<file path="src/design/srwb_pkg.sv">
package srwb_pkg;

	localparam int SEQ_W    = 32;
	localparam int PKT_W    = 64;
	localparam int FUNC_W   = 3;
	localparam int CFG_W    = 6;
	localparam int MOD_STEP = 8;

	localparam int DEF_MAX_WINDOW  = 32;
	localparam int DEF_PACKET_BITS = 64;

	localparam logic [CFG_W-1:0] RESET_SIZE = CFG_W'(8);

	localparam logic [FUNC_W-1:0] FUNC_STORE  = FUNC_W'(0);
	localparam logic [FUNC_W-1:0] FUNC_READ   = FUNC_W'(1);
	localparam logic [FUNC_W-1:0] FUNC_REMOVE = FUNC_W'(2);
	localparam logic [FUNC_W-1:0] FUNC_SLIDE  = FUNC_W'(3);
	localparam logic [FUNC_W-1:0] FUNC_SETCUR = FUNC_W'(4);

	typedef struct packed {
		logic [FUNC_W-1:0] func;
		logic [SEQ_W-1:0]  seq_num;
		logic [PKT_W-1:0]  packet_in;
	} srwb_req_t;

	typedef struct packed {
		logic [PKT_W-1:0] packet_out;
		logic             slot_valid;
		logic             in_window;
		logic             closed;
		logic             all_full;
		logic             all_empty;
		logic [SEQ_W-1:0] lower_edge_out;
		logic [SEQ_W-1:0] current_out;
	} srwb_rsp_t;

	typedef struct packed {
		logic load;
		logic mod_go;
		logic mod_sel_lower;
		logic slot_save;
		logic exec;
		logic resp;
	} srwb_cmd_t;

	typedef struct packed {
		logic mod_done;
		logic is_slide;
	} srwb_stat_t;

endpackage

</file>
<file path="src/design/srwb_mod.sv">
module srwb_mod (
	input  logic                       clk,
	input  logic                       arst_n,
	input  logic                       go,
	input  logic [srwb_pkg::SEQ_W-1:0] dividend,
	input  logic [srwb_pkg::CFG_W-1:0] divisor,
	output logic [srwb_pkg::CFG_W-1:0] rem,
	output logic                       done
);
	import srwb_pkg::*;

	localparam int MOD_CYC = SEQ_W / MOD_STEP;
	localparam int CNT_W   = (MOD_CYC > 1) ? $clog2(MOD_CYC) : 1;

	logic [CFG_W-1:0] rem_q, rem_nx;
	logic [SEQ_W-1:0] dvd_q, dvd_nx;
	logic [CNT_W-1:0] cnt_q;
	logic             run_q;
	logic             done_q;

	// several restoring steps per cycle, remainder stays below the divisor
	always_comb begin
		logic [CFG_W-1:0] r;
		logic [SEQ_W-1:0] d;
		logic [CFG_W:0]   t;
		r = rem_q;
		d = dvd_q;
		for (int i = 0; i < MOD_STEP; i++) begin
			t = {r, d[SEQ_W-1]};
			d = {d[SEQ_W-2:0], 1'b0};
			if (t >= {1'b0, divisor}) begin
				t = t - {1'b0, divisor};
			end
			r = t[CFG_W-1:0];
		end
		rem_nx = r;
		dvd_nx = d;
	end

	always_ff @(posedge clk or negedge arst_n) begin
		if (!arst_n) begin
			run_q  <= 1'b0;
			done_q <= 1'b0;
			cnt_q  <= '0;
		end else begin
			done_q <= 1'b0;
			if (go) begin
				run_q <= 1'b1;
				cnt_q <= '0;
			end else if (run_q) begin
				cnt_q <= cnt_q + CNT_W'(1);
				if (cnt_q == CNT_W'(MOD_CYC - 1)) begin
					run_q  <= 1'b0;
					done_q <= 1'b1;
				end
			end
		end
	end

	always_ff @(posedge clk) begin
		if (go) begin
			rem_q <= '0;
			dvd_q <= dividend;
		end else if (run_q) begin
			rem_q <= rem_nx;
			dvd_q <= dvd_nx;
		end
	end

	assign rem  = rem_q;
	assign done = done_q;

endmodule

</file>
<file path="src/design/srwb_ctrl.sv">
module srwb_ctrl (
	input  logic                 clk,
	input  logic                 arst_n,
	input  logic                 start,
	input  srwb_pkg::srwb_stat_t stat,
	output srwb_pkg::srwb_cmd_t  cmd,
	output logic                 busy,
	output logic                 done
);
	import srwb_pkg::*;

	typedef enum logic [4:0] {
		ST_IDLE = 5'b00001,
		ST_SLOT = 5'b00010,
		ST_LOW  = 5'b00100,
		ST_EXEC = 5'b01000,
		ST_RESP = 5'b10000
	} state_t;

	state_t state_q, state_nx;
	logic   done_q;

	always_comb begin
		state_nx = state_q;
		cmd      = '0;
		case (state_q)
			ST_IDLE: begin
				if (start) begin
					cmd.load   = 1'b1;
					cmd.mod_go = 1'b1;
					state_nx   = ST_SLOT;
				end
			end
			ST_SLOT: begin
				if (stat.mod_done) begin
					cmd.slot_save = 1'b1;
					if (stat.is_slide) begin
						// second pass for the slot of the old lower edge
						cmd.mod_go        = 1'b1;
						cmd.mod_sel_lower = 1'b1;
						state_nx          = ST_LOW;
					end else begin
						state_nx = ST_EXEC;
					end
				end
			end
			ST_LOW: begin
				if (stat.mod_done) begin
					state_nx = ST_EXEC;
				end
			end
			ST_EXEC: begin
				cmd.exec = 1'b1;
				state_nx = ST_RESP;
			end
			ST_RESP: begin
				cmd.resp = 1'b1;
				state_nx = ST_IDLE;
			end
			default: begin
				state_nx = ST_IDLE;
			end
		endcase
	end

	always_ff @(posedge clk or negedge arst_n) begin
		if (!arst_n) begin
			state_q <= ST_IDLE;
			done_q  <= 1'b0;
		end else begin
			state_q <= state_nx;
			done_q  <= cmd.resp;
		end
	end

	assign busy = (state_q != ST_IDLE);
	assign done = done_q;

endmodule

</file>
<file path="src/design/srwb_dp.sv">
module srwb_dp #(
	parameter int MAX_WINDOW  = srwb_pkg::DEF_MAX_WINDOW,
	parameter int PACKET_BITS = srwb_pkg::DEF_PACKET_BITS
) (
	input  logic                       clk,
	input  logic                       arst_n,
	input  srwb_pkg::srwb_req_t        req,
	input  srwb_pkg::srwb_cmd_t        cmd,
	output srwb_pkg::srwb_stat_t       stat,
	input  logic                       cfg_we,
	input  logic [srwb_pkg::CFG_W-1:0] cfg_data,
	output srwb_pkg::srwb_rsp_t        rsp
);
	import srwb_pkg::*;

	localparam int CFG_MAX = (1 << CFG_W) - 1;
	localparam int DEPTH   = (MAX_WINDOW < CFG_MAX) ? MAX_WINDOW : CFG_MAX;
	localparam int SLOT_W  = (DEPTH > 1) ? $clog2(DEPTH) : 1;

	logic [CFG_W-1:0]       ws_q;
	logic [CFG_W-1:0]       size;
	srwb_req_t              req_q;
	logic [SLOT_W-1:0]      slot_q;
	logic [SEQ_W-1:0]       lower_q;
	logic [SEQ_W-1:0]       cur_q;
	logic [DEPTH-1:0]       valid_q;
	logic [DEPTH-1:0]       in_use;
	logic [DEPTH-1:0]       clear_mask;
	logic                   was_valid_q;
	logic [PACKET_BITS-1:0] mem [DEPTH];
	logic [PACKET_BITS-1:0] rd_q;
	logic [SEQ_W-1:0]       mod_dvd;
	logic [CFG_W-1:0]       mod_rem;
	logic                   mod_done;
	logic [SEQ_W-1:0]       slide_len;
	logic                   fwd_slide;
	logic                   long_slide;
	logic [SEQ_W:0]         upper;
	srwb_rsp_t              rsp_q;

	// window size held to the range 1 .. DEPTH
	always_comb begin
		if (ws_q == '0) begin
			size = CFG_W'(1);
		end else if (ws_q > CFG_W'(DEPTH)) begin
			size = CFG_W'(DEPTH);
		end else begin
			size = ws_q;
		end
	end

	assign mod_dvd = cmd.mod_sel_lower ? (lower_q - SEQ_W'(1)) : (req.seq_num - SEQ_W'(1));

	srwb_mod u_mod (
		.clk      (clk),
		.arst_n   (arst_n),
		.go       (cmd.mod_go),
		.dividend (mod_dvd),
		.divisor  (size),
		.rem      (mod_rem),
		.done     (mod_done)
	);

	assign stat.mod_done = mod_done;
	assign stat.is_slide = (req_q.func == FUNC_SLIDE);

	assign fwd_slide  = (req_q.seq_num > lower_q);
	assign slide_len  = req_q.seq_num - lower_q;
	assign long_slide = (slide_len >= SEQ_W'(size));

	// slots passed over by a slide, counted from the slot of the old lower edge
	always_comb begin
		logic [CFG_W:0] jj;
		logic [CFG_W:0] st;
		logic [CFG_W:0] off;
		for (int j = 0; j < DEPTH; j++) begin
			jj = (CFG_W+1)'(j);
			st = {1'b0, mod_rem};
			if (jj >= st) begin
				off = jj - st;
			end else begin
				off = jj + {1'b0, size} - st;
			end
			in_use[j]     = (CFG_W'(j) < size);
			clear_mask[j] = in_use[j] && fwd_slide
				&& (long_slide || (SEQ_W'(off) < slide_len));
		end
	end

	always_ff @(posedge clk or negedge arst_n) begin
		if (!arst_n) begin
			ws_q    <= RESET_SIZE;
			lower_q <= SEQ_W'(1);
			cur_q   <= SEQ_W'(1);
			valid_q <= '0;
		end else begin
			if (cfg_we) begin
				ws_q <= cfg_data;
			end
			if (cmd.exec) begin
				case (req_q.func)
					FUNC_STORE: begin
						valid_q[slot_q] <= 1'b1;
					end
					FUNC_REMOVE: begin
						valid_q[slot_q] <= 1'b0;
					end
					FUNC_SLIDE: begin
						valid_q <= valid_q & ~clear_mask;
						lower_q <= req_q.seq_num;
						if (cur_q < req_q.seq_num) begin
							cur_q <= req_q.seq_num;
						end
					end
					FUNC_SETCUR: begin
						cur_q <= req_q.seq_num;
					end
					default: begin
					end
				endcase
			end
		end
	end

	always_ff @(posedge clk) begin
		if (cmd.load) begin
			req_q <= req;
		end
		if (cmd.slot_save) begin
			slot_q <= mod_rem[SLOT_W-1:0];
		end
		if (cmd.exec) begin
			was_valid_q <= valid_q[slot_q];
			rd_q        <= mem[slot_q];
			if (req_q.func == FUNC_STORE) begin
				mem[slot_q] <= req_q.packet_in[PACKET_BITS-1:0];
			end
		end
	end

	assign upper = {1'b0, lower_q} + (SEQ_W+1)'(size) - (SEQ_W+1)'(1);

	always_ff @(posedge clk) begin
		if (cmd.resp) begin
			if (req_q.func == FUNC_READ || req_q.func == FUNC_REMOVE) begin
				rsp_q.packet_out <= PKT_W'(rd_q);
			end else begin
				rsp_q.packet_out <= '0;
			end
			rsp_q.slot_valid     <= was_valid_q;
			rsp_q.in_window      <= (req_q.seq_num >= lower_q)
				&& ({1'b0, req_q.seq_num} <= upper);
			rsp_q.closed         <= ({1'b0, cur_q} > upper);
			rsp_q.all_full       <= &(valid_q | ~in_use);
			rsp_q.all_empty      <= ~|(valid_q & in_use);
			rsp_q.lower_edge_out <= lower_q;
			rsp_q.current_out    <= cur_q;
		end
	end

	assign rsp = rsp_q;

endmodule

</file>
<file path="src/design/selective_repeat_window_buffer_unit.sv">
// sliding-window packet store for selective-repeat transfer
// command channel: req carries func, seq_num and packet_in; an item is taken
// on a clock edge with start high and busy low, busy stays high until the
// result has been registered
// result channel: rsp is valid for exactly one cycle while done is high; the
// receiver cannot hold it off, so the block never stalls on its output
// config channel: cfg_data is the window size, written when cfg_valid and
// cfg_ready are both high; cfg_ready is low while an item is in flight
// slot index: (seq-1) mod size comes from a shared remainder unit that retires
// 8 dividend bits a cycle; store, read, remove, set current and unused codes
// take one pass, a slide takes a second pass for the old lower edge slot; the
// item is then executed and its result registered, and a new item can be taken
// in the done cycle, not while the previous item is still in flight
// reset: lower edge and current pointer go to 1, window size to 8, all slot
// valid bits clear; packet words are not cleared
module selective_repeat_window_buffer_unit #(
	parameter int MAX_WINDOW  = srwb_pkg::DEF_MAX_WINDOW,
	parameter int PACKET_BITS = srwb_pkg::DEF_PACKET_BITS
) (
	input  logic                       clk,
	input  logic                       arst_n,
	input  logic                       start,
	output logic                       busy,
	input  srwb_pkg::srwb_req_t        req,
	output logic                       done,
	output srwb_pkg::srwb_rsp_t        rsp,
	input  logic                       cfg_valid,
	output logic                       cfg_ready,
	input  logic [srwb_pkg::CFG_W-1:0] cfg_data
);
	import srwb_pkg::*;

	srwb_cmd_t  cmd;
	srwb_stat_t stat;

	assign cfg_ready = !busy;

	srwb_ctrl u_ctrl (
		.clk    (clk),
		.arst_n (arst_n),
		.start  (start),
		.stat   (stat),
		.cmd    (cmd),
		.busy   (busy),
		.done   (done)
	);

	srwb_dp #(
		.MAX_WINDOW  (MAX_WINDOW),
		.PACKET_BITS (PACKET_BITS)
	) u_dp (
		.clk      (clk),
		.arst_n   (arst_n),
		.req      (req),
		.cmd      (cmd),
		.stat     (stat),
		.cfg_we   (cfg_valid && cfg_ready),
		.cfg_data (cfg_data),
		.rsp      (rsp)
	);

endmodule

</file>
<file path="config.mk">
export PLATFORM = sky130hd
export DESIGN_NAME = selective_repeat_window_buffer_unit
export DESIGN_NICKNAME = d
export VERILOG_FILES = /design/src/design/srwb_pkg.sv /design/src/design/srwb_mod.sv /design/src/design/srwb_ctrl.sv /design/src/design/srwb_dp.sv /design/src/design/selective_repeat_window_buffer_unit.sv
export SDC_FILE = /design/constraint.sdc
export NUM_CORES = 2
export LEC_CHECK = 0
export ABC_AREA = 1
export BUFFER_PORTS_ARGS = -buffer_cell sky130_fd_sc_hd__buf_4
export CORE_MARGIN = 10
export CORE_UTILIZATION = 55
export CTS_BUF_LIST = sky130_fd_sc_hd__clkbuf_8
export DETAILED_ROUTE_END_ITERATION = 8
export GPL_ROUTABILITY_DRIVEN = 0
export PLACE_DENSITY = 0.69
export RECOVER_POWER = 100
export SYNTH_ARGS = -nofsm -noshare
export SYNTH_HDL_FRONTEND = slang
export SYNTH_SLANG_ARGS = --single-unit
export TNS_END_PERCENT = 10
</file>
<file path="constraint.sdc">
create_clock -name clk -period 42.3 [get_ports clk]
set_input_delay 2.115 -clock clk [delete_from_list [all_inputs] [get_ports clk]]
set_output_delay 2.115 -clock clk [all_outputs]
set_load 0.05 [all_outputs]
</file>
==> results by group <==
Timing
  • Final clock skew: 0.0774 ns
  • Final Hold Viols: 0
  • RSZ-0062 raised after global routing: false
  • Final Setup Violations: 0
  • Peak Freq: 0.0633 GHz
  • Setup tns final: 0 ns
  • Slew HR: -522%
  • Slew Limit Fails: 3,628
  • Final min period: 15.80 ns
  • Least-Margin Pin Slew: 9.33 ns
  • Min Hold Slack: 0.424 ns
  • Crit share post-route: 37.4%

Worst setup path
  • Max stage delay on crit path: 0.73 ns
  • Most used cell, CP: nand2_1
  • Crit Path Category: reg -> reg
  • CP required: 43.29 ns
  • Worst setup SP type: register
  • Crit end category: register
  • CP max-delay cell: dfrtp_1
  • CP arrival: 16.80 ns
  • CP max FO: 16

Routing
  • DR iter-0 viols: 11,214
  • Drt wl/cell: 27.2 um
  • Uppermost layer routed: met5
  • Met1 WL: 126,000 um
  • DR vias/cell: 6.37
  • Number of remaining DRC errors: 2
  • Vias post-DR: 76,893
  • Initial DRT Pass Iterations: 9
  • Total wire length: 328,000 um
  • DRT antenna net count: 0
  • WL met2: 151,000 um
  • Met3 WL: 36,200 um

Floorplan
  • Die W: 470 um
  • Row Count: 164
  • Core ar.: 200,000 um2
  • Die ar.: 221,000 um2
  • Initial Util: 55.5%
  • Ports: 245
  • Die Y: 470 um

Clock network
  • Post-cts resize count: 0
  • Number of H-tree levels: 5
  • Clk pin slew, worst setup/hold paths: 0.08 ns
  • CTS tree: built
  • # Post-CTS Setup Buffers: 0
  • Total clock sinks: 2,500
  • Later-pin clock latency in the skew report: 1.09 ns
  • Cts hold-fix bufs: 0
  • CTS Buf Count: 405
  • Root Buffer: clkbuf_8
  • Max clock buf depth: 4

Synthesis
  • Syn Area/Cell: 12.7 um2
  • FFs w/ async S/R, synth: 4.48%
  • Syn_nets: 9,327
  • YS warnings: 0
  • Sequential share of the synthesized area: 67.0%
  • Yosys reg bits: 2,500
  • Mapped Area: 111,000 um2
  • Ys flop type: edfxtp_1
  • Post-synth EDFFs: 2,382
  • Synth Instances: 8,728
  • Count of cell types in the netlist: 67

Global route
  • Vias in the first global route: 75,190
  • Largest net degree at the start of global routing: 163
  • Total track usage: 28.6%
  • Initial antenna violation count: 14
  • Overflow after GRT: 0
  • First-pass GRT wire length: 481,000 um

Min path
  • Hold Crit Class: reg -> reg

Status
  • Violated checks: DRC, capacitance limit, slew limit
  • Status: finished with violations

Cells and area
  • Final-layout fill cell count: 15,486
  • Most frequent cells in the layout: edfxtp_1 (2,382), a22oi_1 (1,036), nand2_1 (942), a21oi_1 (844), inv_1 (750)
  • Post-layout util: 61.0%
  • Nets@finish: 9,711
  • Most common cell after layout, fill and taps aside: edfxtp_1
  • Area growth from synthesis to layout: 9.91%
  • Share of cells above drive strength 1: 7.66%

Placed design
  • I/O Buffers: 244
  • Detail Placement HPWL: 182,000 um

Run
  • Max Cap Viol: 90
==> worst paths after layout <==
path | slack [ns] | endpoint | from | cells past startpoint
min reg2reg | 0.42 | u_dp.rsp[68] | u_dp.was_valid_q | 0
min in group asynchronous | 2.02 | u_dp.cur_q[24] | arst_n | 1
max reg2reg | 26.50 | u_dp.u_mod.rem[2] | u_dp.ws_q[5] | 85
max | 26.50 | u_dp.u_mod.rem[2] | u_dp.ws_q[5] | 85
max in group asynchronous | 35.61 | u_dp.valid_q[24] | arst_n | 2
min | 0.42 | u_dp.rsp[68] | u_dp.was_valid_q | 0
==> flip-flops by register name (all words and copies together), names as in the netlist, 2 cells and up <==
signal and flops:
u_dp.mem 2048, u_dp.rsp 133, u_dp.req_q 99, u_dp.rd_q 64, u_dp.cur_q 32, u_dp.lower_q 32, u_dp.u_mod.dvd_q 32, u_dp.valid_q 32
u_dp.u_mod.rem 6, u_dp.ws_q 6, u_ctrl.state_q 5, u_dp.slot_q 5, u_dp.u_mod.cnt_q 2
==> kinds of logic after synthesis <==
| kind of cell | synth area share (%) |
|---|---|
| compound gates | 15.1 |
| xor+xnor | 1.65 |
| fa+ha+maj | 5.67 |
| buf+inv | 3.56 |
| flops | 67.0 |
| mux | 0.0540 |
| simple gates | 7.03 |
==> cells in the mapped netlist, types with 7 or more instances <==
cell / number / area share, %
a2111o_1: 17 / 0.17
a211oi_1: 29 / 0.20
a21boi_0: 33 / 0.22
a21o_1: 11 / 0.074
a21oi_1: 844 / 3.8
a22oi_1: 1036 / 7.0
a31oi_1: 21 / 0.12
buf_1: 68 / 0.23
clkbuf_1: 326 / 1.1
clkinv_1: 8 / 0.027
dfrtp_1: 108 / 2.4
edfxtp_1: 2382 / 64
fa_1: 23 / 0.41
ha_1: 467 / 5.3
inv_1: 634 / 2.1
nand2_1: 947 / 3.2
nand3_1: 120 / 0.54
nand3_4: 7 / 0.11
nand4_1: 31 / 0.17
nor2_1: 418 / 1.4
nor2_2: 8 / 0.045
nor3_1: 78 / 0.35
nor4_1: 65 / 0.37
o2111ai_1: 8 / 0.063
o211ai_1: 37 / 0.25
o21a_1: 33 / 0.22
o21ai_0: 490 / 2.2
o21bai_1: 33 / 0.22
o221ai_1: 8 / 0.063
o22ai_1: 32 / 0.18
o31ai_1: 12 / 0.081
or2_2: 83 / 0.47
or4_1: 16 / 0.11
xnor2_1: 56 / 0.44
xor2_1: 154 / 1.2
==> through the flow <==
step | setup slack [ns] | std cells | area (um2)
after floorplan | 27.84 | 8728 | 111000
after global placement | 28.58 | 11361 | 116000
after detailed placement | 27.64 | 11361 | 116000
after CTS | 27.54 | 12069 | 123000
after global routing | 25.42 | 12075 | 122000
final | 26.50 | 12076 | 122000
==> layout make-up <==
cell class	instances	area (um2)	area share (%)
Tap cell	2656	3320	2.72
Clock inverter	289	1520	1.24
Sequential cell	2500	74500	60.9
Multi-Input combinational cell	5181	32800	26.9
Inverter	647	2440	2.00
Antenna cell	7	17.5	0.0143
Timing Repair Buffer	377	1840	1.50
Clock buffer	419	5770	4.72
==> layer usage <==
| layer | up-vias | GRT usage, % |
|---|---|---|
| met2 | 4930 | 45.3 |
| met4 | 12 | 12.2 |
| met5 | - | 0 |
| met1 | 37362 | 38.4 |
| li1 | 33621 | - |
| met3 | 968 | 6.14 |
==> critical path: cells and delay by family (launching register included) <==
family / cells / cell delay, ns
compound gates: 25 / 5.15
fa+ha+maj: 8 / 2.78
buf+inv: 12 / 1.42
flops: 1 / 0.73
simple gates: 40 / 5.61
Power is not shown: default switching activity piles up to over one toggle a cycle in this logic, so the estimate is an artifact.
